==> src/pfba_pkg.sv <==
package pfba_pkg;

	localparam int MAX_PAGES_DEF = 16;
	localparam int MAX_BPP_DEF   = 64;

	localparam int HANDLE_W = 10;
	localparam int STATUS_W = 2;
	localparam int BPP_W    = 7;
	localparam int LIMIT_W  = 5;
	localparam int CFG_W    = 7;
	localparam int CFG_IDX_W = 1;

	localparam logic [BPP_W-1:0]   BPP_RESET   = BPP_W'(64);
	localparam logic [LIMIT_W-1:0] LIMIT_RESET = LIMIT_W'(16);

	localparam logic [CFG_IDX_W-1:0] CFG_BPP   = 1'b0;
	localparam logic [CFG_IDX_W-1:0] CFG_LIMIT = 1'b1;

	localparam logic REQ_ALLOC = 1'b0;
	localparam logic REQ_FREE  = 1'b1;

	localparam logic [STATUS_W-1:0] ST_OK      = 2'd0;
	localparam logic [STATUS_W-1:0] ST_OOM     = 2'd1;
	localparam logic [STATUS_W-1:0] ST_INVALID = 2'd2;

	typedef struct packed {
		logic                req_type;
		logic [HANDLE_W-1:0] block_handle;
	} req_t;

	typedef struct packed {
		logic [HANDLE_W-1:0] result_handle;
		logic [STATUS_W-1:0] status;
	} rsp_t;

	// Commands from the controller to the datapath.
	typedef struct packed {
		logic load;
		logic dec;
		logic init_step;
		logic act;
		logic link_rd;
		logic pop;
		logic push;
		logic fail;
	} cmd_t;

	// Status from the datapath to the controller.
	typedef struct packed {
		logic is_free;
		logic found;
		logic can_act;
		logic free_ok;
		logic init_last;
	} stat_t;

endpackage

==> src/pfba_ctrl.sv <==
module pfba_ctrl import pfba_pkg::*; (
	input  logic  clk,
	input  logic  arst_n,
	input  logic  req_valid,
	output logic  req_ready,
	output logic  rsp_valid,
	input  logic  rsp_ready,
	output cmd_t  cmd,
	input  stat_t stat
);

	localparam logic [2:0] S_IDLE = 3'd0;
	localparam logic [2:0] S_DEC  = 3'd1;
	localparam logic [2:0] S_INIT = 3'd2;
	localparam logic [2:0] S_ACT  = 3'd3;
	localparam logic [2:0] S_LRD  = 3'd4;
	localparam logic [2:0] S_POP  = 3'd5;
	localparam logic [2:0] S_PUSH = 3'd6;

	logic [2:0] state_q;
	logic [2:0] state_d;
	logic       out_valid_q;
	logic       out_free;
	logic       finish;

	assign out_free  = !out_valid_q || rsp_ready;
	assign req_ready = (state_q == S_IDLE);
	assign rsp_valid = out_valid_q;

	always_comb begin
		cmd     = '0;
		state_d = state_q;
		finish  = 1'b0;
		unique case (state_q)
			S_IDLE: begin
				if (req_valid) begin
					cmd.load = 1'b1;
					state_d  = S_DEC;
				end
			end
			S_DEC: begin
				cmd.dec = 1'b1;
				if (stat.is_free) begin
					if (stat.free_ok) begin
						state_d = S_PUSH;
					end else if (out_free) begin
						cmd.fail = 1'b1;
						finish   = 1'b1;
						state_d  = S_IDLE;
					end
				end else begin
					if (stat.found) begin
						state_d = S_LRD;
					end else if (stat.can_act) begin
						state_d = S_INIT;
					end else if (out_free) begin
						cmd.fail = 1'b1;
						finish   = 1'b1;
						state_d  = S_IDLE;
					end
				end
			end
			S_INIT: begin
				cmd.init_step = 1'b1;
				if (stat.init_last) begin
					state_d = S_ACT;
				end
			end
			S_ACT: begin
				if (out_free) begin
					cmd.act = 1'b1;
					finish  = 1'b1;
					state_d = S_IDLE;
				end
			end
			S_LRD: begin
				cmd.link_rd = 1'b1;
				state_d     = S_POP;
			end
			S_POP: begin
				if (out_free) begin
					cmd.pop = 1'b1;
					finish  = 1'b1;
					state_d = S_IDLE;
				end
			end
			S_PUSH: begin
				if (out_free) begin
					cmd.push = 1'b1;
					finish   = 1'b1;
					state_d  = S_IDLE;
				end
			end
			default: begin
				state_d = S_IDLE;
			end
		endcase
	end

	always_ff @(posedge clk or negedge arst_n) begin
		if (!arst_n) begin
			state_q     <= S_IDLE;
			out_valid_q <= 1'b0;
		end else begin
			state_q <= state_d;
			if (finish) begin
				out_valid_q <= 1'b1;
			end else if (rsp_ready) begin
				out_valid_q <= 1'b0;
			end
		end
	end

endmodule

==> config.mk <==
export PLATFORM = sky130hd
export DESIGN_NAME = pfba_ctrl
export DESIGN_NICKNAME = d
export VERILOG_FILES = /design/src/pfba_pkg.sv /design/src/pfba_ctrl.sv
export SDC_FILE = /design/constraint.sdc
export NUM_CORES = 1
export LEC_CHECK = 0
export BUFFER_PORTS_ARGS = -buffer_cell sky130_fd_sc_hd__buf_2
export CAP_MARGIN = 10
export CORE_AREA = 2 2 39 41
export DETAILED_ROUTE_END_ITERATION = 10
export DIE_AREA = 0 0 41 43
export SYNTH_ARGS = -nofsm -noshare
export SYNTH_HDL_FRONTEND = slang
export SYNTH_SLANG_ARGS = --single-unit
==> constraint.sdc <==
create_clock -name clk -period 1.9 [get_ports clk]
set_input_delay 0.475 -clock clk [delete_from_list [all_inputs] [get_ports clk]]
set_output_delay 0.475 -clock clk [all_outputs]
set_load 0.02 [all_outputs]
-- Word level (Yosys, flattened, before mapping)
Index checks and enable logic that the tools add are counted.
- logic and storage cells: 41
- output and inout port bits: 10
- input port bits: 9
- flip-flop bits (word level): 4
- reductions and logical operators: 6
- equal/unequal tests: 8
- multiplexer cells: 25
- operators with widths (cell ; count):
    $mux 3 ; 7
    $mux 1 ; 16
    $pmux 3 s5 ; 1
    $eq 3x3->1 const B ; 3
    $eq 3x2->1 const B ; 2
    $ne 2x2->1 const B ; 2
    $eq 3x1->1 const B ; 1
    $logic_not 3->1 ; 1
    $reduce_or 3->1 ; 1
    $pmux 1 s2 ; 1
    $reduce_and 2->1 ; 1
    $reduce_bool 2->1 ; 1
    $logic_not 1->1 ; 1
    $logic_or 1x1->1 ; 1

-- Longest topological paths before layout
- depth in word-level cells: 8
- depth in mapped cells: 4

-- Worst setup path before layout
No wires, ideal clock.
- path kind: reg2out
- start point: reg state_q[0]
- end point: out cmd[7] (netlist bit)
- path slack: 0.006 ns
- stages on the path, launching flop included: 4
- arrival time: 1.419 ns
- path buffers: 1
- required time: 1.425 ns
- path through: dfrtp_1 buf_2 nor3_1 and2_1
- RTL lines (element ; line ; text):
    start: declaration ; pfba_ctrl.sv:20 ; logic [2:0] state_q;
    start signal: assignment ; pfba_ctrl.sv:105 ; state_q <= state_d;
    end: declaration ; pfba_ctrl.sv:8 ; output cmd_t cmd,

==> impl_metrics.ini <==
[critical_path]
cp_data_required_time_ns = 1.42
worstPathCellList = or3b_4 > nor3b_2 > buf_4
crit_family = simple AND/OR/NAND/NOR gates
cp.buffers_inverters = 1
regToRegEndpoint = state_q[1]
r2r-start = rsp_valid
rr_worst_depth = 4
r2r_setup_slack_ns = 0.74
max_stage_delay_ns = 0.43
critPathKind = register to output port
critical_path.endpoint = cmd[0]
endpoint_kind = output port
crit_arrival_ns = 1.37
cp.depth = 3
worstPathMaxFanout = 4
cp_slowest_cell = or3b_4
crit_start = state_q[1]
worst_setup_path_start_kind = register

[clocking]
cts-root-buf = clkbuf_4
path_clk_slew_ns = 0.04
clk_latency_ns = 0.23
h-tree-depth = 1
cts_tree = built
cts_buffers = 3
cts_num_sinks = 4
cts_max_path_buffers = 2
cts_hold_buffers = 0

[drt]
route.vias.total = 383
dr_wl_met3_um = 29
met2_length_um = 448
route.detailed.drc = 0
postRouteAntennaNets = 0
routedWlPerCell_um = 10.6
drtPass1Iterations = 4
drtIter0Drc = 4
drt-met1-wl_um = 331
vias_per_cell = 4.91
top_layer_used = met4
wl_um = 823

[outcome]
status = finished, final reports clean

[yosys]
synth_cell_types = 24
synth.net_count = 50
synth_commonest_cells = 5 x nor3_1, 4 x dfrtp_1, 3 x buf_2, 3 x inv_1
synthTopCellsByArea = dfrtp_1 30%, nor3_1 7.5%, maj3_2 6.7%
syn_area_um2 = 335
async_flop_share_pct = 100
synth_top_cell_area_share_pct = 29.9
seq_area_frac_synth_pct = 29.9
synthCells = 41
synth.avg_cell_area_um2 = 8.18
synth-seq-cells = 4
yosys_warnings = 0
synth_flop_cell = dfrtp_1
post-synth-top-area-cell = dfrtp_1
synth_edf_count = 0
post-synth-top-count-cell = nor3_1

[placement]
place_inst = 75
globalplace.congestion = 0.733
dpl.hpwl_um = 642
place_area_um2 = 455
post-place-ws_ns = 0.156
port_buffers = 18

[layout]
final_cell_area_um2 = 480
finalNetCount = 73
instances_no_fill = 78
syn_to_final_growth_pct = 43.3
drive_above_1_share_pct = 46.8
n_antenna_cell = 0
fin_util_pct = 34.7

[timing]
hold_viol = 0
slew_headroom_pct = 81.9
fin_skew_ns = 0.00206
grt_setup_unrepaired = false
slew_viol_final = 0
finalSetupViolCount = 0
final.min_clock_period_ns = 1.85
clock.fmax_mhz = 541
finalWorstSetupSlack_ns = 0.0501
timing.setup.tns_ns = 0
holdWs_ns = 0.0413
fin_crit_sh_pct = 97.4
worst_pin_slew_ns = 0.269

[die]
rows = 14
coreArea_mm2 = 0.00138
start_util_pct = 24.2
die_h_um = 43
io-pin-count = 19
die_w_um = 41
die_area_mm2 = 0.00176

[power]
power.leakage_nw = 0.243
switching_share_pct = 46.9
fin_total_pwr_mw = 0.828
power_frac_seq_pct = 17.6
p_clk_share_pct = 12.1
pwr-share-comb_pct = 70.2
ir_drop_uv = 474
internal_power_mw = 0.440
net-switching-power_mw = 0.388
power_density_mw_per_mm2 = 1720

[global_routing]
gr-total-overflow = 0
grt_pass1_vias = 369
grt_start_max_net_pins = 14
grt_pass1_wl_um = 1520
grt_usage_pct = 12.8
antenna_found_initial = 0

[hold_path]
hold_class = primary input to asynchronous set/reset pin

[job]
cap_viol_max_count = 0
==> power groups by stage <==
stage / clock (mW) / sequential [mW] / combinational [mW]
after floorplan: 0 / 0.167 / 0.391
after global placement: 0 / 0.146 / 0.574
after detailed placement: 0 / 0.148 / 0.579
after CTS: 0.105 / 0.147 / 0.581
after global routing: 0.108 / 0.151 / 0.639
final: 0.100 / 0.146 / 0.581
==> sequential cells by signal, summed over array words and instances (netlist names) <==
name and count:
state_q 3, rsp_valid 1
==> how the worst min path moves through the flow <==
stage,start,endpoint,cells after the start
finish,arst_n,state_q[2],1
global route,arst_n,state_q[1],1
CTS,arst_n,rsp_valid,1
detailed placement,arst_n,rsp_valid,1
global placement,arst_n,rsp_valid,1
floorplan,arst_n,rsp_valid,0
==> cell usage in the layout, fill, tap and decap left out, types with 2 or more instances in the layout <==
cell / count
a21oi_1: 2
buf_2: 17
buf_4: 5
clkbuf_4: 3
dfrtp_1: 4
inv_1: 3
maj3_2: 2
nor2_1: 2
nor3_1: 5
nor3b_1: 2
nor4_1: 2
o22ai_1: 2
==> what timing repair did <==
item | in CTS | in global routing
gates resized for setup | 0 | 1
setup buffers | 0 | 0
endpoints found under the setup margin | 0 | 1
==> logic make-up after synthesis <==
group                    synth area share, %
AND/OR/NAND/NOR                         35.1
flip-flops                              29.9
AO/OA/AOI/OAI                           16.0
buffers and inverters                   9.33
adder cells (fa/ha/maj)                 6.72
multiplexers                            2.99
==> area by class of cell <==
type                       instances  area (um2)
fill                             153         903
multi-input combinational         30         204
inverter                           3        11.3
clock buffer                       3        22.5
timing repair buffer              22         123
sequential                         4         100
tap                               16        20.0
==> per-layer routing <==
| metal | vias up | track usage, % |
|---|---|---|
| met1 | 182 | 16.0 |
| met2 | 9 | 18.4 |
| met3 | 2 | 2.09 |
| met5 | - | 0 |
| met4 | 0 | 10.0 |
| li1 | 190 | - |
Power figures use the tool's default switching activity.
